<file path="src/ewt_pkg.sv">
`default_nettype none

package ewt_pkg;

    // Command codes carried on the input channel.
    localparam logic [1:0] CMD_ARM   = 2'd0;
    localparam logic [1:0] CMD_EVENT = 2'd1;
    localparam logic [1:0] CMD_CLEAR = 2'd2;

    // Status codes returned with every result.
    localparam logic [1:0] ST_OK       = 2'd0;
    localparam logic [1:0] ST_OVERFLOW = 2'd1;
    localparam logic [1:0] ST_PARAM    = 2'd2;

    // Widths of the arithmetic path.
    localparam int PROD_W = 64;
    localparam int TICK_W = 55;
    localparam int PASS_W = 23;
    localparam logic [PASS_W-1:0] PASS_MAX = {PASS_W{1'b1}};

    // Division by 1000 is done one 16-bit digit at a time.
    localparam int DIGIT_W    = 16;
    localparam int DIV_STAGES = PROD_W / DIGIT_W;
    localparam int REM_W      = 10;
    localparam int DIVX_W     = REM_W + DIGIT_W;
    localparam logic [DIVX_W-1:0] MS_PER_S = DIVX_W'(1000);

    // Reciprocal of 1000, exact for every partial dividend below 2^26.
    localparam int DIV_SHIFT = 36;
    localparam int DIV_M_W   = 27;
    localparam logic [DIV_M_W-1:0] DIV_M = 27'd68719477;

    typedef struct packed {
        logic [1:0] cmd;
        logic       wdmode;
        logic       ms_zero;
    } ctl_t;

endpackage

`default_nettype wire

</file>
<file path="src/ewt_mul.sv">
`default_nettype none

module ewt_mul (
    input  wire logic               aclk,
    input  wire logic               aresetn,
    input  wire logic               en,
    input  wire logic               in_valid,
    input  wire logic [1:0]         in_cmd,
    input  wire logic [31:0]        in_ms,
    input  wire logic               in_wdmode,
    input  wire logic [31:0]        clock_hz,
    output      logic               out_valid,
    output      ewt_pkg::ctl_t      out_ctl,
    output      logic [ewt_pkg::PROD_W-1:0] out_prod
);
    import ewt_pkg::*;

    logic          valid_reg;
    ctl_t          ctl_reg;
    logic [PROD_W-1:0] prod_reg;

    always_ff @(posedge aclk) begin
        if (!aresetn) begin
            valid_reg <= 1'b0;
        end else if (en) begin
            valid_reg <= in_valid;
        end
    end

    // Full 64-bit product of clock rate and milliseconds.
    always_ff @(posedge aclk) begin
        if (en) begin
            ctl_reg.cmd     <= in_cmd;
            ctl_reg.wdmode  <= in_wdmode;
            ctl_reg.ms_zero <= (in_ms == 32'd0);
            prod_reg        <= PROD_W'(clock_hz) * PROD_W'(in_ms);
        end
    end

    assign out_valid = valid_reg;
    assign out_ctl   = ctl_reg;
    assign out_prod  = prod_reg;

endmodule

`default_nettype wire

</file>
<file path="config.mk">
export PLATFORM = sky130hd
export DESIGN_NAME = ewt_mul
export DESIGN_NICKNAME = d
export VERILOG_FILES = /design/src/ewt_pkg.sv /design/src/ewt_mul.sv
export SDC_FILE = /design/constraint.sdc
export NUM_CORES = 2
export LEC_CHECK = 0
export BUFFER_PORTS_ARGS = -buffer_cell sky130_fd_sc_hd__buf_2
export CORE_MARGIN = 2
export CORE_UTILIZATION = 43
export CTS_BUF_LIST = sky130_fd_sc_hd__clkbuf_4
export CTS_CLUSTER_SIZE = 14
export DETAILED_ROUTE_END_ITERATION = 6
export REMOVE_ABC_BUFFERS = 1
export SLEW_MARGIN = 20
export SYNTH_ARGS = -nofsm -noshare
export SYNTH_HDL_FRONTEND = slang
export SYNTH_SLANG_ARGS = --single-unit
</file>
<file path="constraint.sdc">
create_clock -name aclk -period 12.08 [get_ports aclk]
set_clock_uncertainty 0.1 [all_clocks]
set_input_delay 2.416 -clock aclk [delete_from_list [all_inputs] [get_ports aclk]]
set_output_delay 2.416 -clock aclk [all_outputs]
set_load 0.05 [all_outputs]
</file>
======== Yosys cells after proc, flatten, opt, wreduce, memory -nomap -nowiden ========
Cells that the tools add are included.
word-level totals
  register bits after elaboration ......... 69
  logic and storage cells ................. 7
  bits in writable memories ............... 0
  bits in latches ......................... 0
  input bits .............................. 71
  bits in read-only memories .............. 0
  memories ................................ 0
operators by class
  shift operators ......................... 0
  multipliers ............................. 1
  $add $sub $neg .......................... 0
  eq/ne operators ......................... 0
  multiplexer cells ....................... 0
  bitwise gates (word level) .............. 0
  reduce and logical (&&, ||, !) cells .... 1
  divide/modulo/power cells ............... 0
  magnitude comparators ................... 0
operators with widths
  cell                                            count
  32-bit by 32-bit multiplier with 64-bit output  1
  32-bit zero test                                1

======== Logic depth before layout (Yosys ltp) ========
  depth in word-level cells ............... 1
  gate-level depth with buffers ........... 29
  depth with buffers taken out ............ 27

======== Worst setup path before layout ========
No wires, ideal clock.
  kind .................................... input -> register
  start ................................... input port clock_hz[25]
  end ..................................... register prod_reg[62], in the netlist out_prod[62], data pin
  arrival ................................. 9.087 ns
  library setup time ...................... 0.265 ns
  stages on the path ...................... 25
  required time ........................... 11.715 ns
  slack ................................... 2.627 ns
  cell sequence ........................... clkbuf_1 -> nand2_1 -> fa_1 -> inv_1 -> fa_1 -> inv_1 -> fa_1 -> inv_1 -> fa_1 -> fa_1 -> fa_1 -> fa_1 -> inv_1 -> fa_1 -> inv_1 -> ha_1 -> clkbuf_1 -> nand4_1 -> nor4_1 -> or3b_1 -> a31oi_1 -> a31o_2 -> a211oi_1 -> o21ai_0 -> xor2_1
between the ends
  longest elaborated chain between the ends .. 1
ends and longest elaborated chain
  element                                         line           RTL
  from (decl)                                     ewt_mul.sv:11  input wire logic [31:0] clock_hz,
  32-bit by 32-bit multiplier with 64-bit output  ewt_mul.sv:36  prod_reg <= PROD_W'(clock_hz) * PROD_W'(in_ms);
  to (signal assigned)                            ewt_mul.sv:36
  to (decl)                                       ewt_mul.sv:20  logic [PROD_W-1:0] prod_reg;
No other way between the ends.
A chain may end at the register's enable or synchronous reset.

======== Worst setup path in the final report ========
  start ................................... input port in_ms[11]
  end ..................................... register prod_reg[62], in the netlist out_prod[62], data pin
between the ends
  longest elaborated chain between the ends .. 1
ends and longest elaborated chain
  element                                         line           RTL
  from (decl)                                     ewt_mul.sv:9   input wire logic [31:0] in_ms,
  32-bit by 32-bit multiplier with 64-bit output  ewt_mul.sv:36
No other way between the ends.

==> out/metrics.csv <==
stage,metric,value,unit
routing,dr.pass1.iters,5,
logic_synthesis,async_reset_ff_share,0,%
logic_synthesis,yosysMostFrequentCell,fa_1,
routing,viasPerCell,5.24,
cts,cts_max_path_buffers,2,
setup_path,cp-startpoint,in_ms[11],
global_routing,use_met3,5.32,%
routing,drc,0,
run_status,status,"complete, no violations",
placed_design,place.gp.congestion,0.919,
logic_synthesis,synthDistinctLibCells,61,
logic_synthesis,yosysTopAreaCell,fa_1,
floorplan,rows,105,
setup_path,cp.arrival,10.46,ns
placed_design,dp_slack,1.32,ns
cts,htreeDepth,3,
sta,min_period_over_period,84.9,%
global_routing,overflow,0,
sta,slew_headroom,30.3,%
logic_synthesis,synthCells,3769,
setup_path,critPathBufInv,4,
floorplan,die_area,84800,sq um
sta,worstMarginPinSlew,1.05,ns
setup_path,start_kind,primary input,
cts,cts_tree,done,
sta,rsz0062_at_grt,no,
sta,finalCriticalPeriod,10.25,ns
logic_synthesis,synth_top_area_share,50.6,%
logic_synthesis,synth_area,35500,sq um
cts,cts_resized,0,
logic_synthesis,seq_area_frac_synth,5.82,%
logic_synthesis,yosys_most_used_dff,edfxtp_1,
cells_and_area,final_util,45.2,%
floorplan,ios,140,
sta,postLayoutSetupSlackWorst,1.83,ns
cts,clkSlewWorstSetupHoldPaths,0.14,ns
routing,via_count,25100,
floorplan,coreArea,81800,sq um
cts,worst_skew_pair.late_latency,0.55,ns
cts,post_cts_buffers,0,
logic_synthesis,postSynthAreaPerCell,9.41,sq um
floorplan,die_width,291,microns
cts,cts_buffers,9,
global_routing,grtUsageMet2,42.2,%
floorplan,die_y,291,microns
logic_synthesis,ys_ff_latch,69,
routing,drtIter0Drc,1432,
worst_hold_path,hold_class,reg2reg,
logic_synthesis,yosysWarnings,0,
global_routing,grt_pass1_vias,28100,
setup_path,cp_slowest_stage_delay,0.71,ns
cts,cts_sinks,69,
worst_hold_path,min-delay-start,out_valid$_SDFFE_PN0P_,
cts,ctsHoldBuffers,0,
setup_path,r2r-start,out_valid$_SDFFE_PN0P_,
cts,clock-root-buffer,clkbuf_4,
global_routing,grt_max_degree,70,
sta,final-setup-viol-count,0,
global_routing,antenna_found_initial,6,
global_routing,grtUsageMet1,32.8,%
setup_path,crit_type,in2reg,
logic_synthesis,synthTopCellsByCount,"896 x fa_1, 863 x inv_1, 601 x and2_1",
cells_and_area,nets,4940,
setup_path,worst_path_max_delay_cell,buf_2,
global_routing,gr-usage-all-layers,25.2,%
global_routing,gr-max-usage-layer,met2,
sta,finalHoldViolations,0,
setup_path,cp_common_cell,fa_1,
logic_synthesis,synth_edf_count,68,
setup_path,path_cells,buf_2 > nand2_1 > fa_1 > fa_1 > fa_1 > fa_1 > inv_1 > fa_1 > fa_1 > fa_1 > inv_1 > fa_1 > inv_1 > ha_1 > nand2_1 > nor4_1 > or3b_1 > a31oi_1 > a31o_2 > a211oi_1 > o21ai_0 > xor2_1,
logic_synthesis,synthTopCellsByArea,"fa_1 51%, and2_1 11%, ha_1 9.3%, inv_1 9.1%, edfxtp_1 5.8%",
cells_and_area,areaGrowthSynthToFinish,4.33,%
placed_design,port_buffers,139,
sta,finalMaxSlewViolations,0,
run,cap_violations,0,
setup_path,critical_path.max_fanout,33,
setup_path,cp-end-kind,flop,
routing,wire_per_inst,21.3,microns
sta,max_freq,97.5,MHz
global_routing,grt_pass1_wl,163,mm
sta,timing.setup.tns,0,ns
routing,routed_wl,102,mm
cells_and_area,layout-drive-gt1-share,4.95,%
routing,detail-route-antenna-nets,0,
floorplan,start_util,43.3,%
setup_path,critical-path-top-delay-family,adder cells,
setup_path,worstPathRequired,12.29,ns
placed_design,dpl.hpwl,79.0,mm
[cell type report]
type	instances	area, sq um
Fill cell	7994	44900
Multi-Input combinational cell	2614	29300
Inverter	863	3240
Sequential cell	69	2060
Tap cell	1070	1340
Timing Repair Buffer	153	803
Clock inverter	6	159
Clock buffer	10	75.1
Antenna cell	2	5.00
[through the flow]
step / cell area (sq um) / instances / hold slack [ns]
3_3_place_gp: 36800 / 4769 / 0.395
5_1_grt: 37000 / 4786 / 0.459
6_report: 37000 / 4787 / 0.445
2_1_floorplan: 34600 / 3546 / 0.643
4_1_cts: 37000 / 4785 / 0.455
3_5_place_dp: 36800 / 4769 / 0.424
[routing by layer]
| metal | share of wire (%) | wire length, microns |
|---|---|---|
| met5 | 0.021 | 21 |
| met4 | 3.2 | 3230 |
| met3 | 7.2 | 7290 |
| met2 | 49 | 49500 |
| met1 | 41 | 41700 |
[path summary, 6_finish.rpt]
path                                          endpoint  slack (ns)  depth (start not counted)
worst min-delay path            out_valid$_SDFFE_PN0P_        0.45                          2
worst max register to register  out_valid$_SDFFE_PN0P_       11.37                          2
worst min register to register  out_valid$_SDFFE_PN0P_        0.45                          2
worst max-delay path            out_prod[62]$_DFFE_PP_        1.83                         22
[cells by family (layout without fill, tap and decap cells)]
family,after synthesis,in the layout,share of synthesized area [%]
and+or+nand+nor,1182,1182,17.3
AOI/OAI and AO/OA,212,212,3.96
buffers and inverters,1086,1032,11.5
DFF,69,69,5.82
other,0,2,0
muxes,2,2,0.0565
xor gates and xnor gates,59,59,1.46
adders and majority gates,1159,1159,59.9
[cell usage in the layout (no fill, tap or decap), types with 2 or more instances in the layout]
master / n
inv_1: 863
o21a_1: 5
or3_1: 2
diode_2: 2
mux2i_1: 2
o211ai_1: 2
xor2_1: 22
bufinv_16: 5
nor3_1: 7
a211oi_1: 4
nor2_1: 26
nor2b_1: 2
edfxtp_1: 68
a21oi_1: 73
nand3_1: 11
or2_2: 3
and2_1: 601
a211o_1: 2
a41oi_1: 2
o21ai_0: 33
clkbuf_4: 10
nand4_1: 24
o311a_1: 2
a21boi_0: 5
nand2b_1: 2
o21bai_1: 10
a31oi_1: 12
and3_1: 13
nand2_1: 471
nor4_1: 12
buf_2: 138
xnor2_1: 37
fa_1: 896
a31o_2: 3
a221o_1: 5
buf_4: 15
ha_1: 263
and4_1: 2
a21o_1: 37
[tightest hold or removal path, cell delays in order (launching register included)]
cell	delay (ns)
dfxtp_1	0.34
mux2i_1	0.12
nor2b_1	0.06
[registers in the layout, summed over array words and instances (netlist names)]
register   count
out_prod      64
out_ctl        4
out_valid      1
Power is not shown: default switching activity piles up to over one toggle a cycle in this logic, so the estimate is an artifact.
