==> config.mk <==
export PLATFORM = sky130hd
export DESIGN_NAME = ewt_seq
export DESIGN_NICKNAME = d
export VERILOG_FILES = /design/src/ewt_pkg.sv /design/src/ewt_seq.sv
export SDC_FILE = /design/constraint.sdc
export NUM_CORES = 1
export LEC_CHECK = 0
export BUFFER_PORTS_ARGS = -buffer_cell sky130_fd_sc_hd__buf_2
export CAP_MARGIN = 20
export CORE_MARGIN = 5
export CORE_UTILIZATION = 25
export DETAILED_ROUTE_END_ITERATION = 12
export PLACE_DENSITY = 0.54
export SLEW_MARGIN = 20
export SYNTH_ARGS = -nofsm -noshare
export SYNTH_HDL_FRONTEND = slang
export SYNTH_SLANG_ARGS = --single-unit
==> constraint.sdc <==
create_clock -name aclk -period 7.8 [get_ports aclk]
set_clock_uncertainty 0.1 [all_clocks]
set_input_delay 1.56 -clock aclk [delete_from_list [all_inputs] [get_ports aclk]]
set_output_delay 1.56 -clock aclk [all_outputs]
set_load 0.03 [all_outputs]
==> src/ewt_pkg.sv <==
`default_nettype none

package ewt_pkg;

    // Command codes carried on the input channel.
    localparam logic [1:0] CMD_ARM   = 2'd0;
    localparam logic [1:0] CMD_EVENT = 2'd1;
    localparam logic [1:0] CMD_CLEAR = 2'd2;

    // Status codes returned with every result.
    localparam logic [1:0] ST_OK       = 2'd0;
    localparam logic [1:0] ST_OVERFLOW = 2'd1;
    localparam logic [1:0] ST_PARAM    = 2'd2;

    // Widths of the arithmetic path.
    localparam int PROD_W = 64;
    localparam int TICK_W = 55;
    localparam int PASS_W = 23;
    localparam logic [PASS_W-1:0] PASS_MAX = {PASS_W{1'b1}};

    // Division by 1000 is done one 16-bit digit at a time.
    localparam int DIGIT_W    = 16;
    localparam int DIV_STAGES = PROD_W / DIGIT_W;
    localparam int REM_W      = 10;
    localparam int DIVX_W     = REM_W + DIGIT_W;
    localparam logic [DIVX_W-1:0] MS_PER_S = DIVX_W'(1000);

    // Reciprocal of 1000, exact for every partial dividend below 2^26.
    localparam int DIV_SHIFT = 36;
    localparam int DIV_M_W   = 27;
    localparam logic [DIV_M_W-1:0] DIV_M = 27'd68719477;

    typedef struct packed {
        logic [1:0] cmd;
        logic       wdmode;
        logic       ms_zero;
    } ctl_t;

endpackage

`default_nettype wire

==> src/ewt_seq.sv <==
`default_nettype none

module ewt_seq #(
    parameter int COUNTER_BITS = 32
) (
    input  wire logic                       aclk,
    input  wire logic                       aresetn,
    input  wire logic                       in_valid,
    input  wire ewt_pkg::ctl_t              in_ctl,
    input  wire logic [ewt_pkg::TICK_W-1:0] in_ticks,
    input  wire logic                       notify_enable,
    output      logic                       adv,
    input  wire logic                       m_axis_tready,
    output      logic                       m_axis_tvalid,
    output      logic [39:0]                m_axis_tdata
);
    import ewt_pkg::*;

    localparam logic [31:0] CNT_MAX = 32'((64'd1 << COUNTER_BITS) - 64'd1);

    logic [PASS_W-1:0]       pass_reg, pass_next;
    logic [COUNTER_BITS-1:0] rem_reg, rem_next;
    logic                    m_valid_reg;
    logic [39:0]             m_data_reg;

    logic [TICK_W-1:0]       hi;
    logic [PASS_W-1:0]       sat;
    logic [1:0]              status;
    logic [31:0]             load;
    logic                    ntf;
    logic                    clr;

    assign adv = !m_valid_reg || m_axis_tready;

    always_comb begin
        pass_next = pass_reg;
        rem_next  = rem_reg;
        status    = ST_OK;
        load      = 32'd0;
        ntf       = 1'b0;
        clr       = 1'b0;
        hi        = in_ticks >> COUNTER_BITS;
        sat       = (hi > TICK_W'(PASS_MAX)) ? PASS_MAX : hi[PASS_W-1:0];
        case (in_ctl.cmd)
            CMD_ARM: begin
                if (in_ctl.ms_zero) begin
                    status = ST_PARAM;
                end else if (in_ctl.wdmode && (hi != '0)) begin
                    status = ST_OVERFLOW;
                end else begin
                    pass_next = sat;
                    rem_next  = in_ticks[COUNTER_BITS-1:0];
                    load      = (hi != '0) ? CNT_MAX : 32'(in_ticks[COUNTER_BITS-1:0]);
                end
            end
            CMD_EVENT: begin
                clr = 1'b1;
                if (pass_reg > PASS_W'(1)) begin
                    pass_next = pass_reg - PASS_W'(1);
                    load      = CNT_MAX;
                end else if (pass_reg == PASS_W'(1)) begin
                    pass_next = '0;
                    load      = 32'(rem_reg);
                end else begin
                    ntf = notify_enable;
                end
            end
            CMD_CLEAR: begin
                pass_next = '0;
                rem_next  = '0;
            end
            default: begin
            end
        endcase
    end

    always_ff @(posedge aclk) begin
        if (!aresetn) begin
            pass_reg    <= '0;
            rem_reg     <= '0;
            m_valid_reg <= 1'b0;
        end else if (adv) begin
            m_valid_reg <= in_valid;
            if (in_valid) begin
                pass_reg <= pass_next;
                rem_reg  <= rem_next;
            end
        end
    end

    always_ff @(posedge aclk) begin
        if (adv && in_valid) begin
            m_data_reg <= {3'b000, clr, ntf, (load != 32'd0), load, status};
        end
    end

    assign m_axis_tvalid = m_valid_reg;
    assign m_axis_tdata  = m_data_reg;

endmodule

`default_nettype wire
* Yosys cells after proc, flatten, opt, wreduce, memory -nomap -nowiden
Cells that the tools add are included.
** Operators by class
- Mux-type cells :: 18
- Magnitude comparators :: 2
- Reductions and logical operators :: 13
- $add $sub $neg :: 1
- Equality and inequality tests :: 6
- Bitwise gates (word level) :: 2
** Operators with widths (count)
- $mux W32 :: 7
- $pmux W32 S2 :: 2
- $mux W23 :: 5
- $pmux W23 S3 :: 1
- $reduce_bool A55 Y1 :: 1
- $reduce_bool A32 Y1 :: 1
- $eq A23 B1 Y1 const B :: 1
- $gt A23 B1 Y1 const B :: 1
- $gt A23 B23 Y1 const B :: 1
- $sub A23 B1 Y23 const B :: 1
- $reduce_and A6 Y1 :: 1
- $reduce_and A5 Y1 :: 1
- $ne A2 B2 Y1 const B :: 2
- $ne A3 B3 Y1 const B :: 1
- $reduce_bool A3 Y1 :: 1
- $reduce_or A3 Y1 :: 1
- $eq A2 B1 Y1 const B :: 1
- $eq A2 B2 Y1 const B :: 1
- $logic_and A1 B1 Y1 :: 2
- $logic_not A2 Y1 :: 1
- $mux W1 :: 2
- $mux W2 :: 1
- $not A1 Y1 :: 2
- $reduce_bool A2 Y1 :: 1
- 3 further kinds :: 3
** Storage, ports and cells
- Register bits after elaboration :: 93
- Output and inout bits :: 42
- Word-level logic and storage cells :: 49
- Input bits :: 64

* Depth between registers and ports, before layout
- Depth in word-level cells :: 6
- Mapped depth :: 11
- Gate-level depth less buffers :: 10

* Worst setup path after synthesis
No wires, ideal clock.
- Kind :: input-to-reg
- Start point :: input m_axis_tready
- End point :: register pass_reg[0]
- Setup time :: 0.116 ns
- Path slack :: 3.483 ns
- Buffers on the path :: 2
- Data arrival time :: 4.100 ns
- Required time :: 7.584 ns
- Stages :: 8
- Cell sequence :: nand2b_1 > and2_1 > o21ai_0 > a211oi_2 > buf_2 > buf_2 > nand2_1 > o211a_1
** Between the ends
- Longest elaborated chain between the ends :: 2
** Ends and longest elaborated chain
- start, declared :: RTL line ewt_seq.sv:13 : input wire logic m_axis_tready,
- $logic_or A1 B1 Y1 :: RTL line ewt_seq.sv:33 : assign adv = !m_valid_reg || m_axis_tready;
- $reduce_and A6 Y1 (no line)
- end signal, assigned :: RTL line ewt_seq.sv:85 : pass_reg <= pass_next;
- end, declared :: RTL line ewt_seq.sv:21 : logic [PASS_W-1:0] pass_reg, pass_next;
Every way passes these cells.
A chain may end at the register's enable or synchronous reset.

* Final worst setup path
- Start point :: input in_ticks[42] (netlist bit)
- End point :: register m_data_reg[34] (netlist: m_axis_tdata[34]) (data pin)
** Between the ends
- Longest elaborated chain between the ends :: 6
- Elaborated cells between the ends (all ways) :: 7
- Classes of those cells :: mux: 4; reduce/logical: 3
** Ends and longest elaborated chain
- start, declared :: RTL line ewt_seq.sv:10 : input wire logic [ewt_pkg::TICK_W-1:0] in_ticks,
- $reduce_bool A55 Y1 (*) :: RTL line ewt_seq.sv:48, ewt_seq.sv:53
- $mux W32 or $logic_and A1 B1 Y1 (tied branches) :: RTL line ewt_seq.sv:53, ewt_seq.sv:48
- $mux W32 (*) :: RTL line ewt_seq.sv:48 : end else if (in_ctl.wdmode && (hi != '0)) begin
- $mux W32 (*) :: RTL line ewt_seq.sv:46 : if (in_ctl.ms_zero) begin
- $pmux W32 S2 (*) :: RTL line ewt_seq.sv:44 : case (in_ctl.cmd)
- named net load[30] :: RTL line ewt_seq.sv:29 : logic [31:0] load;
- $reduce_bool A32 Y1 (*) :: RTL line ewt_seq.sv:93 : m_data_reg <= {3'b000, clr, ntf, (load != 32'd0), load, status};
- end signal, assigned :: RTL line ewt_seq.sv:93
- end, declared :: RTL line ewt_seq.sv:24 : logic [39:0] m_data_reg;
Mark *: on every way through the listed nets, which the timed path passes. The rest lies on a longest branch.

==> results.md <==
Drt:
- The sum of met2 wire segment lengths after detailed routing is 6411 um.
- The DRC marker count from the first detailed-route iteration is 322.
- The number of antenna-violating nets in the routed design is 0.
- The via-per-instance ratio is 4.813.
- Summing over every cut layer, the via total after detailed routing is 4279.
- The overall routed net length is 14360 um.
- The wire length per cell after detailed routing is 16.16 um.
- The routed metal-1 wire length is 6648 um.
- The post-detailed-route DRC marker count is 0.
- The iteration count of the initial detailed-routing pass is 5.
- In the detailed route, the total length drawn on met3 is 981 um.
- The highest routing layer actually used is met5.

Clock tree:
- The TritonCTS sink count is 93.
- The deepest level of the CTS H-tree is 3.
- The number of hold-repair buffers added at the cts stage is 0.
- The post-cts repair resize count is 0.
- The longest clock path from root to sink contains 2 buffers.
- The clock root buffer master is sky130_fd_sc_hd__clkbuf_16.
- The clock tree from TritonCTS is yes.
- Clock-pin slew was measured on the worst setup and hold paths at 0.07 ns.
- The later-pin clock latency in the skew report is 0.35 ns.
- Counting the buffers created by CTS gives 9.
- The buffer count from post-CTS setup fixing is 0.

STA:
- Setup repair after global routing left no endpoint under its margin.
- The final-report setup violation count is 0.
- The final hold slack is 0.3658 ns.
- The final worst setup slack is 3.664 ns.
- For the pin with the worst max-slew slack, the measured transition is 0.9709 ns.
- The total count of max-transition violations in the final report was 0.
- The total count of hold-check failures in the final report is 0.
- In the final timing run, aggregate negative setup slack is 0 ns.
- The headroom to the max-slew limit is 35.27%.
- The time the worst path needs with I/O delays and setup is 4.136 ns.
- The maximum operating frequency is 0.2418 GHz.
- Of the available clock period, the critical path in the final layout requires 53.03%.

Hold path:
- The min-delay analysis places its worst path in the category flip-flop to flip-flop.

Worst setup path:
- STA puts the critical path data required time at 7.80 ns.
- The reg-to-reg startpoint is pass_reg[12].
- The setup check on the worst reg-to-reg path leaves a slack of 3.99 ns.
- The arrival time of data at the critical path endpoint is 4.13 ns.
- The endpoint of the most critical register-to-register path is m_axis_tdata[34].
- In this run the worst path has a maximum fanout of 35.
- The critical path startpoint is in_ticks[42].
- The kind of launch point of the worst setup path is an input port.
- The type of destination of the critical path is a flip-flop.
- The start-to-end type of the worst setup path is input port to flip-flop.
- Following the worst setup path forward leads to its endpoint at m_axis_tdata[34].
- For the worst flop-to-flop path, the logic depth is 8.

Floorplanning:
- 106 I/O pins were placed.
- The placement row count is 50.
- The starting utilization of the core area is 25.58%.
- The area of the die is 22210 um2.
- The overall die height is 149.0 um.
- The overall die width is 149.0 um.
- The core area is 18890 um2.

Yosys:
- The synthesized instance count is 544.
- The synthesized cell area is 4833 um2.
- In the synthesized netlist the async set-or-reset flop fraction comes to 0%.
- The mean area per synthesized cell is 8.885 um2.
- The number of different library cells used by synthesis comes to 54.
- Counting flops with a built-in enable in the synthesized netlist gives 37.
- For this run, the number of Yosys warnings is 0.
- The most used flip-flop cell after synthesis is sky130_fd_sc_hd__dfxtp_1.
- Of the synthesized area, sequential elements account for 46.18%.
- Counting flops and latches in the post-synthesis netlist gives 93.

Placement:
- The last weighted congestion value of the routability-driven placer is 0.7793.
- The half-perimeter wire length of the detailed placement result is 9620 um.
- Once placement completed, the tool counted placed cells totaling 873.
- The placement-stage cell area is 5559 um2.
- The number of port buffers is 102.
- Prior to clock tree synthesis, the placed netlist has a worst setup slack of 3.321 ns.

Global routing:
- The number of global-route vias before repair came to 4173.
- The number of antenna violations at the first check in global routing was 2.
- The global-route wire length before repair is 22860 um.
- After global routing the overflow that remains totals 0.
- The largest net degree at the start of global routing is 59.
- The aggregate global-route resource usage is 12.87%.

Cells and area:
- The signed area change from the synthesized netlist to the final layout is 21.28%.
- The number of antenna diodes in the final layout is 0.
- After routing the design area is 5862 um2.
- The final-stage net count is 693.
- Cells fill 31.03% of the core in the end.
- The number of flip-flops under the largest register name is 37.
- The post-route non-filler standard cell count is 889.
- In the final layout, the share of cells above drive strength 1 is 21.62%.

Run:
- Across the run, the number of max-cap violations was 0.

Power and ir drop:
- Across the VDD grid, the largest voltage drop is 0.1115 mV.
- The power density relative to cell area is 222.2 nW/um2.
- The leakage dissipation is 2.327 nW.
- The design draws 1.303 mW.

Outcome:
- The run finished with clean final reports.
critical path: stages:
cell and delay, ns:
sky130_fd_sc_hd__buf_2 0.11, sky130_fd_sc_hd__nor4_1 0.06, sky130_fd_sc_hd__and4_1 0.18, sky130_fd_sc_hd__nand3_1 0.07, sky130_fd_sc_hd__buf_4 0.38, sky130_fd_sc_hd__a21o_1 0.62, sky130_fd_sc_hd__o22ai_1 0.24, sky130_fd_sc_hd__nor4_1 0.50
sky130_fd_sc_hd__and4_1 0.31, sky130_fd_sc_hd__nand3_1 0.08
cells in the mapped netlist, types with 14 or more instances:
cell type / n / share of area (%)
sky130_fd_sc_hd__a21oi_1: 18 / 1.9
sky130_fd_sc_hd__nor2_1: 87 / 6.8
sky130_fd_sc_hd__nor4_1: 16 / 2.1
sky130_fd_sc_hd__o21ai_0: 18 / 1.9
sky130_fd_sc_hd__edfxtp_1: 37 / 23
sky130_fd_sc_hd__a21boi_0: 37 / 5.7
sky130_fd_sc_hd__o22ai_1: 31 / 4.0
sky130_fd_sc_hd__dfxtp_1: 56 / 23
sky130_fd_sc_hd__nand2_1: 52 / 4.0
sky130_fd_sc_hd__clkbuf_1: 30 / 2.3
sky130_fd_sc_hd__nand3b_1: 32 / 5.0
sky130_fd_sc_hd__nor3_1: 14 / 1.4
how the worst min path moves through the flow:
stage | start | to | slack (ns) | cells past startpoint
6_report | rem_reg[17] | rem_reg[17] | 0.37 | 2
5_1_grt | rem_reg[5] | rem_reg[5] | 0.39 | 2
4_1_cts | rem_reg[17] | rem_reg[17] | 0.37 | 2
3_5_place_dp | rem_reg[17] | rem_reg[17] | 0.36 | 2
3_3_place_gp | rem_reg[12] | rem_reg[12] | 0.36 | 2
2_1_floorplan | rem_reg[24] | rem_reg[24] | 0.34 | 2
per-layer routing:
| metal | vias to the layer above | global-route usage (%) |
|---|---|---|
| met1 | 1988 | 17.30 |
| met3 | 21 | 3.221 |
| met4 | 4 | 4.119 |
| li1 | 2119 | - |
| met2 | 147 | 20.34 |
| met5 | - | 0 |
logic make-up (layout without fill, tap and decap cells):
kind of cell	after synthesis	after routing	share of synthesized area, %
AOI/OAI and AO/OA	143	143	20.61
adders and majority gates	5	5	1.294
xor gates and xnor gates	5	5	0.9060
and+or+nand+nor	243	243	26.07
buffers and inverters	54	137	4.867
DFF	93	93	46.18
other	1	3	0.07759
final cells by class:
| type | instances | area, um2 |
|---|---|---|
| Fill cell | 2043 | 13030 |
| Multi-Input combinational cell | 399 | 2380 |
| Sequential cell | 93 | 2232 |
| Timing Repair Buffer | 108 | 575.6 |
| Tap cell | 260 | 325.3 |
| Clock buffer | 10 | 229.0 |
| Clock inverter | 6 | 71.32 |
| Inverter | 13 | 48.80 |
cells in the final DEF (no fill, tap or decap), types with 6 or more instances in the layout:
master,synthesis,routed
sky130_fd_sc_hd__o22ai_1,31,31
sky130_fd_sc_hd__buf_2,5,102
sky130_fd_sc_hd__a21boi_1,9,9
sky130_fd_sc_hd__o21ai_0,18,18
sky130_fd_sc_hd__nand3b_1,32,32
sky130_fd_sc_hd__a21oi_1,18,18
sky130_fd_sc_hd__nand2_1,52,52
sky130_fd_sc_hd__a21boi_0,37,37
sky130_fd_sc_hd__nor3_1,14,14
sky130_fd_sc_hd__nand2b_1,7,7
sky130_fd_sc_hd__clkbuf_16,0,9
sky130_fd_sc_hd__nand3_1,6,6
sky130_fd_sc_hd__nor4_1,16,16
sky130_fd_sc_hd__nor2_1,87,86
sky130_fd_sc_hd__inv_1,13,13
sky130_fd_sc_hd__dfxtp_1,56,56
sky130_fd_sc_hd__edfxtp_1,37,37
report_power, final:
part	internal (mW)	switching, mW	leakage [nW]
clock	0.252	0.201	0.145
combinational	0.101	0.185	1.36
sequential	0.544	0.0189	0.823
(Power assumes the default switching activity.)
