--- src/ewt_pkg.sv ---
`default_nettype none

package ewt_pkg;

    // Command codes carried on the input channel.
    localparam logic [1:0] CMD_ARM   = 2'd0;
    localparam logic [1:0] CMD_EVENT = 2'd1;
    localparam logic [1:0] CMD_CLEAR = 2'd2;

    // Status codes returned with every result.
    localparam logic [1:0] ST_OK       = 2'd0;
    localparam logic [1:0] ST_OVERFLOW = 2'd1;
    localparam logic [1:0] ST_PARAM    = 2'd2;

    // Widths of the arithmetic path.
    localparam int PROD_W = 64;
    localparam int TICK_W = 55;
    localparam int PASS_W = 23;
    localparam logic [PASS_W-1:0] PASS_MAX = {PASS_W{1'b1}};

    // Division by 1000 is done one 16-bit digit at a time.
    localparam int DIGIT_W    = 16;
    localparam int DIV_STAGES = PROD_W / DIGIT_W;
    localparam int REM_W      = 10;
    localparam int DIVX_W     = REM_W + DIGIT_W;
    localparam logic [DIVX_W-1:0] MS_PER_S = DIVX_W'(1000);

    // Reciprocal of 1000, exact for every partial dividend below 2^26.
    localparam int DIV_SHIFT = 36;
    localparam int DIV_M_W   = 27;
    localparam logic [DIV_M_W-1:0] DIV_M = 27'd68719477;

    typedef struct packed {
        logic [1:0] cmd;
        logic       wdmode;
        logic       ms_zero;
    } ctl_t;

endpackage

`default_nettype wire

--- src/ewt_div_step.sv ---
`default_nettype none

module ewt_div_step (
    input  wire logic                       aclk,
    input  wire logic                       aresetn,
    input  wire logic                       en,
    input  wire logic                       in_valid,
    input  wire ewt_pkg::ctl_t              in_ctl,
    input  wire logic [ewt_pkg::PROD_W-1:0] in_num,
    input  wire logic [ewt_pkg::PROD_W-1:0] in_quo,
    input  wire logic [ewt_pkg::REM_W-1:0]  in_rem,
    output      logic                       out_valid,
    output      ewt_pkg::ctl_t              out_ctl,
    output      logic [ewt_pkg::PROD_W-1:0] out_num,
    output      logic [ewt_pkg::PROD_W-1:0] out_quo,
    output      logic [ewt_pkg::REM_W-1:0]  out_rem
);
    import ewt_pkg::*;

    logic                          valid_reg;
    ctl_t                          ctl_reg;
    logic [PROD_W-1:0]             num_reg;
    logic [PROD_W-1:0]             quo_reg;
    logic [REM_W-1:0]              rem_reg;

    logic [DIVX_W-1:0]             x;
    logic [DIVX_W+DIV_M_W-1:0]     recip_prod;
    logic [DIGIT_W-1:0]            q_digit;
    logic [DIVX_W-1:0]             r_full;

    // One long-division digit: the partial dividend is the running remainder
    // followed by the next 16 bits of the numerator.
    always_comb begin
        x          = {in_rem, in_num[PROD_W-1 -: DIGIT_W]};
        recip_prod = (DIVX_W+DIV_M_W)'(x) * (DIVX_W+DIV_M_W)'(DIV_M);
        q_digit    = recip_prod[DIV_SHIFT +: DIGIT_W];
        r_full     = x - DIVX_W'(q_digit) * MS_PER_S;
    end

    always_ff @(posedge aclk) begin
        if (!aresetn) begin
            valid_reg <= 1'b0;
        end else if (en) begin
            valid_reg <= in_valid;
        end
    end

    always_ff @(posedge aclk) begin
        if (en) begin
            ctl_reg <= in_ctl;
            num_reg <= {in_num[PROD_W-DIGIT_W-1:0], {DIGIT_W{1'b0}}};
            quo_reg <= {in_quo[PROD_W-DIGIT_W-1:0], q_digit};
            rem_reg <= r_full[REM_W-1:0];
        end
    end

    assign out_valid = valid_reg;
    assign out_ctl   = ctl_reg;
    assign out_num   = num_reg;
    assign out_quo   = quo_reg;
    assign out_rem   = rem_reg;

endmodule

`default_nettype wire

--- config.mk ---
export PLATFORM = sky130hd
export DESIGN_NAME = ewt_div_step
export DESIGN_NICKNAME = d
export VERILOG_FILES = /design/src/ewt_pkg.sv /design/src/ewt_div_step.sv
export SDC_FILE = /design/constraint.sdc
export NUM_CORES = 1
export LEC_CHECK = 0
export BUFFER_PORTS_ARGS = -buffer_cell sky130_fd_sc_hd__buf_2
export CAP_MARGIN = 10
export CORE_MARGIN = 2
export CORE_UTILIZATION = 43
export CTS_CLUSTER_SIZE = 10
export DETAILED_ROUTE_END_ITERATION = 6
export GPL_TIMING_DRIVEN = 0
export PLACE_DENSITY = 0.63
export SLEW_MARGIN = 40
export SYNTH_ARGS = -nofsm -noshare
export SYNTH_HDL_FRONTEND = slang
export SYNTH_SLANG_ARGS = --single-unit
--- constraint.sdc ---
create_clock -name aclk -period 13.01 [get_ports aclk]
set_clock_uncertainty 0.2 [all_clocks]
set_input_delay 1.301 -clock aclk [delete_from_list [all_inputs] [get_ports aclk]]
set_output_delay 1.301 -clock aclk [all_outputs]
set_load 0.05 [all_outputs]
### Yosys cells after proc, flatten, opt, wreduce, memory -nomap -nowiden

Cells that the tools add are included.
W data, S select, Z words.

* $add $sub $neg: 1
* $mul: 2

Operator list (number)
* $mul A26 B27 Y52 const B: 1
* $mul A16 B7 Y7 const B: 1
* $sub A10 B10 Y10: 1

* bits in registers: 127
* logic and storage cells: 10

### Longest topological paths before layout

Gate-level depths: netlist of the first run.

* word-level depth: 3
* mapped depth: 39
* mapped depth without buffers: 39

### Least setup slack after synthesis of the first run

Ideal clock, no wire load.

* path kind: input to register
* start: in in_num[59] (netlist name)
* end: reg rem_reg[9], in the netlist out_rem[9] (data pin)
* data arrival time: 9.843 ns
* data required time: 12.547 ns
* path slack: 2.704 ns
* cell stages on the path: 34
* path through: inv_1 > fa_1 > fa_1 > fa_1 > fa_1 > inv_1 > fa_1 > fa_1 > inv_1 > fa_1 > inv_1 > ha_1 > a21oi_1 > o21ai_1 > a221oi_2 > or4b_1 > o21ai_2 > nand2_1 > xor2_1 > ha_1 > ha_1 > inv_1 > fa_1 > inv_1 > fa_1 > ha_1 > xnor2_1 > ha_1 > a21oi_1 > xnor2_1 > xnor2_1 > xnor2_1 > xnor2_1 > xor2_1

* cells in the longest elaborated chain, start to end: 3

Ends and longest elaborated chain
* start, declared: line ewt_div_step.sv:9 `input wire logic [ewt_pkg::PROD_W-1:0] in_num,`
* $mul A26 B27 Y52: line ewt_div_step.sv:35 `recip_prod = (DIVX_W+DIV_M_W)'(x) * (DIVX_W+DIV_M_W)'(DIV_M);`
* named net recip_prod[36]: line ewt_div_step.sv:27 `logic [DIVX_W+DIV_M_W-1:0] recip_prod;`
* $mul A16 B7 Y7: line ewt_div_step.sv:37 `r_full = x - DIVX_W'(q_digit) * MS_PER_S;`
* $sub A10 B10 Y10: line ewt_div_step.sv:37
* named net r_full[9]: line ewt_div_step.sv:29 `logic [DIVX_W-1:0] r_full;`
* end signal, assigned: line ewt_div_step.sv:53 `rem_reg <= r_full[REM_W-1:0];`
* end, declared: line ewt_div_step.sv:24 `logic [REM_W-1:0] rem_reg;`

The timed path passes the listed nets, and every way through them passes these cells.
A chain may end at the register's enable or synchronous reset.

### Worst setup path after layout of the first run

* start: in in_num[63] (netlist name)
* end: reg rem_reg[9], in the netlist out_rem[9] (data pin)

Same word-level chain as after synthesis.

==> results of run 1 <==
-- tightest hold or removal path: cells and delay by family, from the launching register on --
family,cells,cell delay (ns)
DFF,1,0.32
and+or+nand+nor,1,0.10
muxes,1,0.06
-- worst max-delay path by stage --
stage                     startpoint  slack, ns                    to  cells past startpoint
after detailed placement  in_num[63]       1.02  out_rem[9]$_DFFE_PP_                     37
after global routing      in_num[63]       0.98  out_rem[9]$_DFFE_PP_                     37
after floorplan           in_num[59]       2.70  out_rem[9]$_DFFE_PP_                     34
final                     in_num[63]       1.48  out_rem[9]$_DFFE_PP_                     37
after global placement    in_num[63]       1.02  out_rem[9]$_DFFE_PP_                     37
after CTS                 in_num[63]       1.38  out_rem[9]$_DFFE_PP_                     37
-- cells by family after synthesis --
logic type / Yosys count
adder cells (fa/ha/maj): 500
AO/OA/AOI/OAI: 94
flip-flops: 127
AND/OR/NAND/NOR: 71
buffers and inverters: 415
multiplexers: 1
other: 1
XOR/XNOR: 33
-- through the flow --
step,std cells,cell area (sq um)
2_1_floorplan,1257,14630
3_3_place_gp,1961,16470
3_5_place_dp,1962,16510
4_1_cts,1993,17090
5_1_grt,1995,17090
6_report,1995,17090
-- cells in the final DEF (no fill, tap or decap), types with 3 or more instances in the layout --
master,instances
nand3_1,11
buf_2,256
inv_1,398
a21o_1,17
nor3_1,6
a21oi_1,37
o2111ai_1,3
edfxtp_1,126
o21ai_0,9
ha_1,284
or2_2,3
nand2_1,16
nor2b_1,5
buf_4,16
fa_1,216
xnor2_1,24
and2_1,3
bufinv_16,3
o21bai_1,5
xor2_1,9
clkbuf_1,3
nor2_1,15
conb_1,16
clkinv_2,3
nand4_1,4
clkbuf_16,17
-- flip-flops by register name, indices dropped and copies added, names as in the netlist --
signal,flops
out_ctl,4
out_num,48
out_quo,64
out_rem,10
out_valid,1
-- per-layer routing --
metal	vias to the layer above	GRT usage	part of all wire	wire length [microns]
li1	4468	-	-	-
met1	4617	0.2476	0.41	14190
met2	258	0.3731	0.52	18090
met3	43	0.03369	0.057	1998
met4	0	0.05663	0.018	637
met5	-	0	0	0
-- cell usage after synthesis (all sizes together) --
master | number | area share
a2bb2oi | 1 | 0.00060
or4b | 1 | 0.00069
nand3 | 11 | 0.0038
nor2 | 15 | 0.0039
nor2b | 5 | 0.0021
a41oi | 2 | 0.0012
nand2 | 16 | 0.0041
o21a | 2 | 0.0010
fa | 216 | 0.30
and2 | 3 | 0.0013
a31oi | 2 | 0.00086
nand2b | 2 | 0.00086
inv | 398 | 0.10
o22ai | 1 | 0.00043
mux2i | 1 | 0.00069
nor3 | 6 | 0.0021
a21oi | 38 | 0.013
o21bai | 5 | 0.0026
conb | 1 | 0.00026
nor4b | 1 | 0.00060
dfxtp | 1 | 0.0014
o2111ai | 3 | 0.0018
edfxtp | 126 | 0.26
a21o | 17 | 0.0088
and3 | 2 | 0.00086
a2111oi | 2 | 0.0012
xor2 | 9 | 0.0054
o31ai | 1 | 0.00052
nor4 | 2 | 0.00086
a221oi | 1 | 0.0010
ha | 284 | 0.24
o41a | 1 | 0.00077
o31a | 1 | 0.00060
or2 | 3 | 0.0013
a211oi | 4 | 0.0027
o21ai | 12 | 0.0044
xnor2 | 24 | 0.014
o211ai | 1 | 0.00052
buf | 17 | 0.0086
nand4 | 4 | 0.0017
-- final cells by class --
class                   count  area, sq um  area share
flip-flops and latches    127         3804      0.2226
clock inverters            11        141.4    0.008273
inverters                 398         1494     0.08741
clock buffers              20        436.7     0.02555
plain buffers              17        125.1    0.007321
well taps                 448        560.5     0.03280
diodes                      2        5.005   0.0002928
repair buffers            257         1319     0.07717
multi-input cells         715         9205      0.5386
==> impl_metrics.prom, run 1 <==
# TYPE chip_impl_metric gauge
chip_impl_info{name="run_status",value="finished clean"} 1
chip_impl_info{name="worst_path_max_delay_cell",value="xor2_1"} 1
chip_impl_info{name="startpoint_type",value="primary input"} 1
chip_impl_metric{name="via_per_inst",unit=""} 4.705
chip_impl_metric{name="setup_total_negative_slack",unit="ns"} 0
chip_impl_metric{name="detailroute.via_count",unit=""} 9386
chip_impl_metric{name="cts_resized",unit=""} 0
chip_impl_metric{name="max-clock-path-buffers",unit=""} 2
chip_impl_metric{name="post_synth_num_cell_types",unit=""} 45
chip_impl_metric{name="die_area",unit="sq mm"} 0.03538
chip_impl_metric{name="layout_setup_ws",unit="ns"} 1.479
chip_impl_metric{name="clk_pin_slew",unit="ns"} 0.05
chip_impl_metric{name="cp_slowest_stage_delay",unit="ns"} 0.55
chip_impl_info{name="tritoncts",value="yes"} 1
chip_impl_metric{name="top_level_ports",unit=""} 289
chip_impl_metric{name="cp_data_arrival_time",unit="ns"} 11.48
chip_impl_metric{name="worstSkewPairLatency",unit="ns"} 0.41
chip_impl_metric{name="synth-simple-area-share",unit=""} 0.02413
chip_impl_metric{name="core_area",unit="sq mm"} 0.03345
chip_impl_metric{name="fin_crit_sh",unit=""} 0.8864
chip_impl_metric{name="synth-adder-area-share",unit=""} 0.5406
chip_impl_metric{name="routed_wirelength",unit="microns"} 34920
chip_impl_metric{name="floorplan.initialDensity",unit=""} 0.4356
chip_impl_metric{name="utilization",unit=""} 0.5109
chip_impl_metric{name="worst-endpoint-required",unit="ns"} 12.95
chip_impl_metric{name="number_of_warnings_printed_during_yosys_synthesis",unit=""} 0
chip_impl_metric{name="grt_first_pass_wirelength",unit="microns"} 54940
chip_impl_metric{name="ctsHoldBuffers",unit=""} 0
chip_impl_metric{name="ctsHtreeMaxLevel",unit=""} 4
chip_impl_metric{name="area_fraction_in_compound_gates_after_synthesis",unit=""} 0.04233
chip_impl_metric{name="max_freq",unit="MHz"} 86.72
chip_impl_metric{name="preCtsSetupSlack",unit="ns"} 1.015
chip_impl_metric{name="syn_inst",unit=""} 1242
chip_impl_info{name="rsz0062_at_grt",value="no"} 1
chip_impl_metric{name="port_buffers",unit=""} 256
chip_impl_metric{name="synth_area",unit="sq mm"} 0.01457
chip_impl_metric{name="syn_to_final_growth",unit="%"} 17.28
chip_impl_metric{name="dr.first_iter.drc_count",unit=""} 309
chip_impl_metric{name="dieHeight",unit="microns"} 188.1
chip_impl_metric{name="routed_wire_length_per_instance",unit="microns"} 17.51
chip_impl_metric{name="std_cell_rows",unit=""} 67
chip_impl_metric{name="post_cts_buffers",unit=""} 0
chip_impl_info{name="critPathKind",value="primary input to register"} 1
chip_impl_metric{name="cp.buffers_inverters",unit=""} 9
chip_impl_metric{name="num-fill-cells",unit=""} 3062
chip_impl_metric{name="timing.reg2reg.setup_slack",unit="ns"} 12.23
chip_impl_metric{name="first_global_vias",unit=""} 10160
chip_impl_metric{name="yosys-mux-area-fraction",unit=""} 0.0006869
chip_impl_info{name="timing.hold.worst_endpoint",value="out_valid$_SDFFE_PN0P_"} 1
chip_impl_metric{name="post-route-min-period",unit="ns"} 11.53
chip_impl_metric{name="half_perimeter_wire_length_after_placement",unit="microns"} 30170
chip_impl_metric{name="pin_count_of_the_biggest_net_entering_global_routing",unit=""} 82
chip_impl_metric{name="fin_hold_ws",unit="ns"} 0.3147
chip_impl_info{name="path_delay_family",value="adder cells"} 1
chip_impl_info{name="min_path_type",value="register to register"} 1
chip_impl_metric{name="cp_max_fo",unit=""} 9
chip_impl_metric{name="first_pass_iters",unit=""} 5
chip_impl_metric{name="cts_sinks",unit=""} 127
chip_impl_info{name="worst_r2r_endpoint",value="out_valid$_SDFFE_PN0P_"} 1
chip_impl_metric{name="number_of_nets_in_the_layout",unit=""} 2179
chip_impl_info{name="cp-end-kind",value="register"} 1
chip_impl_metric{name="setup_viol_count_final",unit=""} 0
chip_impl_info{name="timing.rr.start",value="out_valid$_SDFFE_PN0P_"} 1
chip_impl_metric{name="yosys_register_bits",unit=""} 127
chip_impl_metric{name="syn_area_per_cell",unit="sq um"} 11.73
chip_impl_metric{name="post_synth_xor_area_fraction",unit=""} 0.01984
chip_impl_metric{name="chipWidth",unit="microns"} 188.1
chip_impl_metric{name="grt.total_usage",unit=""} 0.2041
chip_impl_metric{name="drive_above_1_share",unit=""} 0.2000
chip_impl_metric{name="cts_made_buffers",unit=""} 17
chip_impl_metric{name="fin_max_slew_vios",unit=""} 0
chip_impl_metric{name="timing.reg2reg.worst_path_depth",unit=""} 2
chip_impl_metric{name="worst_hold_stages",unit=""} 2
chip_impl_metric{name="final_antenna_net_count",unit=""} 0
chip_impl_metric{name="initial_antenna_violation_count",unit=""} 2
chip_impl_metric{name="gp_congestion",unit=""} 0.8924
chip_impl_metric{name="synth_sequential_area_ratio",unit=""} 0.2610
chip_impl_metric{name="final_hold_vio_count",unit=""} 0
chip_impl_metric{name="tightestPinTransition",unit="ns"} 0.6919
chip_impl_info{name="largest_family_of_logic_cells_by_synthesized_area",value="adder cells"} 1
chip_impl_metric{name="max-slew-margin-rel",unit=""} 0.5352
chip_impl_metric{name="grt_total_ovfl",unit=""} 0
chip_impl_info{name="cts_root_buffer",value="clkbuf_16"} 1
chip_impl_metric{name="drcViolationCount",unit=""} 0
chip_impl_metric{name="drv.max_cap_violation_count",unit=""} 0
chip_impl_info{name="worst_hold_startpoint",value="out_valid$_SDFFE_PN0P_"} 1
Power of run 1 is not shown: default switching activity piles up to over one toggle a cycle in this logic, so the estimate is an artifact.
==> run 2: changes to the inputs <==
--- a/config.mk
+++ b/config.mk
@@ -12,7 +12,6 @@
 export CTS_CLUSTER_SIZE = 10
 export DETAILED_ROUTE_END_ITERATION = 6
 export GPL_TIMING_DRIVEN = 0
-export PLACE_DENSITY = 0.63
 export SLEW_MARGIN = 40
 export SYNTH_ARGS = -nofsm -noshare
 export SYNTH_HDL_FRONTEND = slang
==> impl_metrics.prom, run 2 (same netlist as run 1, synthesis figures left out) <==
# TYPE chip_impl_metric gauge
chip_impl_metric{name="largest_register_ff_count",unit=""} 64
chip_impl_metric{name="via_per_inst",unit=""} 4.688
chip_impl_metric{name="antenna_cells",unit=""} 0
chip_impl_metric{name="ctsHtreeMaxLevel",unit=""} 4
chip_impl_metric{name="num-fill-cells",unit=""} 3044
chip_impl_metric{name="worst-endpoint-required",unit="ns"} 12.95
chip_impl_metric{name="dr.first_iter.drc_count",unit=""} 372
chip_impl_metric{name="drv.max_cap_violation_count",unit=""} 0
chip_impl_info{name="rsz0062_at_grt",value="no"} 1
chip_impl_metric{name="setup_viol_count_final",unit=""} 0
chip_impl_info{name="cts_root_buffer",value="clkbuf_16"} 1
chip_impl_metric{name="max_freq",unit="MHz"} 87.53
chip_impl_metric{name="max-slew-margin-rel",unit=""} 0.5754
chip_impl_metric{name="grt_total_ovfl",unit=""} 0
chip_impl_metric{name="final_hold_vio_count",unit=""} 0
chip_impl_metric{name="clk_pin_slew",unit="ns"} 0.05
chip_impl_info{name="worst_path_max_delay_cell",value="fa_1"} 1
chip_impl_info{name="layout_commonest_cell",value="inv_1"} 1
chip_impl_metric{name="top_level_ports",unit=""} 289
chip_impl_info{name="critical_path.startpoint",value="in_num[63]"} 1
chip_impl_metric{name="pin_count_of_the_biggest_net_entering_global_routing",unit=""} 81
chip_impl_metric{name="tightestPinTransition",unit="ns"} 0.6347
chip_impl_metric{name="post-route-min-period",unit="ns"} 11.42
chip_impl_metric{name="cts_made_buffers",unit=""} 17
chip_impl_metric{name="max-clock-path-buffers",unit=""} 2
chip_impl_metric{name="dieHeight",unit="microns"} 188.1
chip_impl_metric{name="floorplan.initialDensity",unit=""} 0.4356
chip_impl_info{name="final_cell_mix",value="398 x inv_1, 284 x ha_1, 256 x buf_2, 216 x fa_1, 126 x edfxtp_1"} 1
chip_impl_metric{name="setup_total_negative_slack",unit="ns"} 0
chip_impl_metric{name="drive_above_1_share",unit=""} 0.2012
chip_impl_metric{name="fin_max_slew_vios",unit=""} 0
chip_impl_info{name="timing.rr.start",value="out_valid$_SDFFE_PN0P_"} 1
chip_impl_metric{name="port_buffers",unit=""} 256
chip_impl_info{name="tritoncts",value="yes"} 1
chip_impl_metric{name="routed_wirelength",unit="microns"} 35310
chip_impl_info{name="worst_hold_startpoint",value="out_valid$_SDFFE_PN0P_"} 1
chip_impl_metric{name="routed_wire_length_per_instance",unit="microns"} 17.71
chip_impl_metric{name="first_global_vias",unit=""} 9876
chip_impl_metric{name="initial_antenna_violation_count",unit=""} 0
chip_impl_metric{name="core_area",unit="sq mm"} 0.03345
chip_impl_metric{name="cts_resized",unit=""} 0
chip_impl_metric{name="die_area",unit="sq mm"} 0.03538
chip_impl_info{name="startpoint_type",value="primary input"} 1
chip_impl_info{name="run_status",value="finished clean"} 1
chip_impl_metric{name="syn_to_final_growth",unit="%"} 17.53
chip_impl_metric{name="number_of_nets_in_the_layout",unit=""} 2179
chip_impl_info{name="cp-end-kind",value="register"} 1
chip_impl_info{name="critPathKind",value="primary input to register"} 1
chip_impl_metric{name="drcViolationCount",unit=""} 0
chip_impl_metric{name="detailroute.via_count",unit=""} 9348
chip_impl_metric{name="post_cts_buffers",unit=""} 0
chip_impl_metric{name="cp_slowest_stage_delay",unit="ns"} 0.54
chip_impl_metric{name="cp_max_fo",unit=""} 9
chip_impl_metric{name="worstSkewPairLatency",unit="ns"} 0.40
chip_impl_metric{name="grt_first_pass_wirelength",unit="microns"} 54960
chip_impl_metric{name="fin_crit_sh",unit=""} 0.8781
chip_impl_metric{name="first_pass_iters",unit=""} 5
chip_impl_metric{name="grt.total_usage",unit=""} 0.2056
chip_impl_metric{name="cts_sinks",unit=""} 127
chip_impl_metric{name="gp_congestion",unit=""} 0.8535
chip_impl_metric{name="chipWidth",unit="microns"} 188.1
chip_impl_metric{name="half_perimeter_wire_length_after_placement",unit="microns"} 30800
chip_impl_metric{name="cp_data_arrival_time",unit="ns"} 11.37
chip_impl_metric{name="std_cell_rows",unit=""} 67
chip_impl_info{name="min_path_type",value="register to register"} 1
chip_impl_metric{name="ctsHoldBuffers",unit=""} 0
chip_impl_metric{name="final_antenna_net_count",unit=""} 0
run 2: metrics by stage:
step	cells	cell area [sq um]	util	setup slack [ns]	hold slack, ns
2_1_floorplan	1257	14630	-	2.704	0.5429
3_3_place_gp	1961	16470	0.4924	1.084	0.2980
3_5_place_dp	1962	16510	0.4935	1.061	0.3197
4_1_cts	1994	17130	0.5120	1.472	0.3396
5_1_grt	1994	17130	0.5120	1.097	0.3974
6_report	1994	17130	0.5120	1.586	0.3328
run 2: metal layers:
metal / wire length [microns] / global-route usage / share of wire / vias to the layer above
li1: - / - / - / 4470
met2: 18410 / 0.3767 / 0.52 / 225
met4: 231 / 0.03422 / 0.0065 / 0
met3: 1555 / 0.02396 / 0.044 / 14
met5: 0 / 0 / 0 / -
met1: 15110 / 0.2644 / 0.43 / 4639
run 2: path summary, 6_finish.rpt:
kind                                 end  slack (ns)  depth (start not counted)
setup / recovery    out_rem[9]$_DFFE_PP_        1.59                         37
hold / removal    out_valid$_SDFFE_PN0P_        0.33                          2
hold reg to reg   out_valid$_SDFFE_PN0P_        0.33                          2
setup reg to reg  out_valid$_SDFFE_PN0P_       12.22                          2
run 2: worst max-delay path, delay by kind of cell:
kind / cells / cell delay [ns]
buffers and inverters: 9 / 0.81
adder cells (fa/ha/maj): 14 / 6.05
AND/OR/NAND/NOR: 2 / 0.60
AO/OA/AOI/OAI: 5 / 1.09
XOR/XNOR: 7 / 1.46
run 2: final cells by class:
class | instances | area (sq um) | share of cell area
Multi-Input combinational cell | 715 | 9205 | 0.5375
Sequential cell | 127 | 3804 | 0.2221
Inverter | 398 | 1494 | 0.08724
Timing Repair Buffer | 257 | 1319 | 0.07701
Tap cell | 448 | 560.5 | 0.03273
Clock buffer | 17 | 425.4 | 0.02484
Clock inverter | 15 | 192.7 | 0.01125
Buffer | 17 | 125.1 | 0.007306
Power of run 2 is left out for the same reason.
==> run 3: changes to the inputs <==
--- a/config.mk
+++ b/config.mk
@@ -7,11 +7,15 @@
 export LEC_CHECK = 0
 export BUFFER_PORTS_ARGS = -buffer_cell sky130_fd_sc_hd__buf_2
 export CAP_MARGIN = 10
+export CELL_PAD_IN_SITES_DETAIL_PLACEMENT = 0
+export CELL_PAD_IN_SITES_GLOBAL_PLACEMENT = 1
 export CORE_MARGIN = 2
 export CORE_UTILIZATION = 43
 export CTS_CLUSTER_SIZE = 10
 export DETAILED_ROUTE_END_ITERATION = 6
 export GPL_TIMING_DRIVEN = 0
+export HOLD_SLACK_MARGIN = 0.12
+export PLACE_DENSITY_LB_ADDON = 0.1
 export SLEW_MARGIN = 40
 export SYNTH_ARGS = -nofsm -noshare
 export SYNTH_HDL_FRONTEND = slang
==> impl_metrics.prom, run 3 (same netlist as run 1, synthesis figures left out) <==
# TYPE chip_impl_metric gauge
chip_impl_info{name="run_status",value="finished clean"} 1
chip_impl_info{name="final_cell_mix",value="398 x inv_1, 284 x ha_1, 256 x buf_2, 216 x fa_1, 126 x edfxtp_1"} 1
chip_impl_metric{name="utilization",unit=""} 0.5110
chip_impl_metric{name="number_of_nets_in_the_layout",unit=""} 2179
chip_impl_metric{name="cp_max_fo",unit=""} 9
chip_impl_info{name="critical_path.startpoint",value="in_num[63]"} 1
chip_impl_metric{name="post-route-min-period",unit="ns"} 11.42
chip_impl_metric{name="via_per_inst",unit=""} 4.648
chip_impl_info{name="critPathKind",value="primary input to register"} 1
chip_impl_metric{name="initial_antenna_violation_count",unit=""} 1
chip_impl_metric{name="half_perimeter_wire_length_after_placement",unit="microns"} 31790
chip_impl_metric{name="core_area",unit="sq mm"} 0.03345
chip_impl_metric{name="post_cts_buffers",unit=""} 0
chip_impl_metric{name="cp_data_arrival_time",unit="ns"} 11.37
chip_impl_metric{name="drive_above_1_share",unit=""} 0.2018
chip_impl_metric{name="floorplan.initialDensity",unit=""} 0.4356
chip_impl_info{name="cts_root_buffer",value="clkbuf_16"} 1
chip_impl_info{name="startpoint_type",value="primary input"} 1
chip_impl_info{name="path_delay_family",value="adder cells"} 1
chip_impl_metric{name="top_level_ports",unit=""} 289
chip_impl_metric{name="dieHeight",unit="microns"} 188.1
chip_impl_metric{name="cts_sinks",unit=""} 127
chip_impl_metric{name="cp_slowest_stage_delay",unit="ns"} 0.53
chip_impl_metric{name="routed_wirelength",unit="microns"} 36430
chip_impl_info{name="min_path_type",value="register to register"} 1
chip_impl_metric{name="num-fill-cells",unit=""} 3106
chip_impl_metric{name="max-slew-margin-rel",unit=""} 0.5862
chip_impl_metric{name="fin_max_slew_vios",unit=""} 0
chip_impl_info{name="worst_path_max_delay_cell",value="fa_1"} 1
chip_impl_metric{name="timing.reg2reg.setup_slack",unit="ns"} 12.22
chip_impl_metric{name="final_hold_vio_count",unit=""} 0
chip_impl_metric{name="grt_first_pass_wirelength",unit="microns"} 56210
chip_impl_metric{name="layout_setup_ws",unit="ns"} 1.588
chip_impl_metric{name="grt_total_ovfl",unit=""} 0
chip_impl_info{name="tritoncts",value="yes"} 1
chip_impl_metric{name="pin_count_of_the_biggest_net_entering_global_routing",unit=""} 76
chip_impl_info{name="cp-end-kind",value="register"} 1
chip_impl_metric{name="setup_total_negative_slack",unit="ns"} 0
chip_impl_metric{name="dr.first_iter.drc_count",unit=""} 332
chip_impl_metric{name="setup_viol_count_final",unit=""} 0
chip_impl_metric{name="gp_congestion",unit=""} 0.8719
chip_impl_info{name="timing.rr.start",value="out_valid$_SDFFE_PN0P_"} 1
chip_impl_metric{name="antenna_cells",unit=""} 0
chip_impl_metric{name="first_global_vias",unit=""} 9756
chip_impl_metric{name="cts_made_buffers",unit=""} 17
chip_impl_metric{name="cts_resized",unit=""} 0
chip_impl_metric{name="detailroute.via_count",unit=""} 9269
chip_impl_metric{name="preCtsSetupSlack",unit="ns"} 1.054
chip_impl_metric{name="drv.max_cap_violation_count",unit=""} 0
chip_impl_metric{name="routed_wire_length_per_instance",unit="microns"} 18.27
chip_impl_metric{name="tightestPinTransition",unit="ns"} 0.6126
chip_impl_metric{name="multi_input_area",unit="sq mm"} 0.009205
chip_impl_metric{name="ff_latch_area",unit="sq mm"} 0.003804
chip_impl_metric{name="ctsHoldBuffers",unit=""} 0
chip_impl_metric{name="timing.reg2reg.worst_path_depth",unit=""} 2
chip_impl_metric{name="worst-endpoint-required",unit="ns"} 12.96
chip_impl_metric{name="first_pass_iters",unit=""} 4
chip_impl_info{name="layout_commonest_cell",value="inv_1"} 1
chip_impl_metric{name="die_area",unit="sq mm"} 0.03538
chip_impl_metric{name="drcViolationCount",unit=""} 0
chip_impl_metric{name="clk_pin_slew",unit="ns"} 0.06
chip_impl_metric{name="port_buffers",unit=""} 256
chip_impl_metric{name="max-clock-path-buffers",unit=""} 2
chip_impl_metric{name="grt.total_usage",unit=""} 0.2141
chip_impl_metric{name="final_antenna_net_count",unit=""} 0
chip_impl_metric{name="fin_crit_sh",unit=""} 0.8780
chip_impl_info{name="rsz0062_at_grt",value="no"} 1
chip_impl_metric{name="syn_to_final_growth",unit="%"} 17.29
chip_impl_info{name="worst_r2r_endpoint",value="out_valid$_SDFFE_PN0P_"} 1
chip_impl_metric{name="max_freq",unit="MHz"} 87.55
chip_impl_info{name="worst_hold_startpoint",value="out_valid$_SDFFE_PN0P_"} 1
chip_impl_info{name="timing.hold.worst_endpoint",value="out_valid$_SDFFE_PN0P_"} 1
chip_impl_metric{name="largest_register_ff_count",unit=""} 64
chip_impl_metric{name="worst_hold_stages",unit=""} 2
chip_impl_metric{name="chipWidth",unit="microns"} 188.1
chip_impl_metric{name="cp.buffers_inverters",unit=""} 9
chip_impl_metric{name="std_cell_rows",unit=""} 67
chip_impl_metric{name="worstSkewPairLatency",unit="ns"} 0.40
chip_impl_metric{name="ctsHtreeMaxLevel",unit=""} 4
-- run 3: tightest hold or removal path: stages, from the launching register on --
cell     delay, ns
dfxtp_1       0.33
mux2i_1       0.07
nor2b_1       0.09
-- run 3: metal layers --
metal,share of wire,vias up,global-route usage
met5,0,-,0
met4,0.014,0,0.04512
met3,0.052,28,0.04174
met2,0.52,226,0.3870
met1,0.42,4537,0.2652
li1,-,4478,-
-- run 3: through the flow --
step,cells,area (sq um),hold WS (ns)
after floorplan,1257,14630,0.5429
after global placement,1961,16470,0.3193
after detailed placement,1962,16510,0.3180
after CTS,1994,17090,0.3286
after global routing,1994,17090,0.3489
final,1994,17090,0.3275
-- run 3: how the worst max path moves through the flow --
stage	end	slack, ns	depth (start not counted)
CTS	out_rem[9]$_DFFE_PP_	1.47	37
global placement	out_rem[9]$_DFFE_PP_	1.07	37
global route	out_rem[9]$_DFFE_PP_	0.86	36
floorplan	out_rem[9]$_DFFE_PP_	2.70	34
detailed placement	out_rem[9]$_DFFE_PP_	1.05	37
finish	out_rem[9]$_DFFE_PP_	1.59	37
-- run 3: cell type report --
cell class | count | share of cell area
Tap cell | 448 | 0.03280
Inverter | 398 | 0.08741
Clock buffer | 19 | 0.02533
Multi-Input combinational cell | 715 | 0.5386
Timing Repair Buffer | 257 | 0.07716
Buffer | 17 | 0.007321
Sequential cell | 127 | 0.2225
Clock inverter | 13 | 0.008858
Power of run 3 is left out for the same reason.
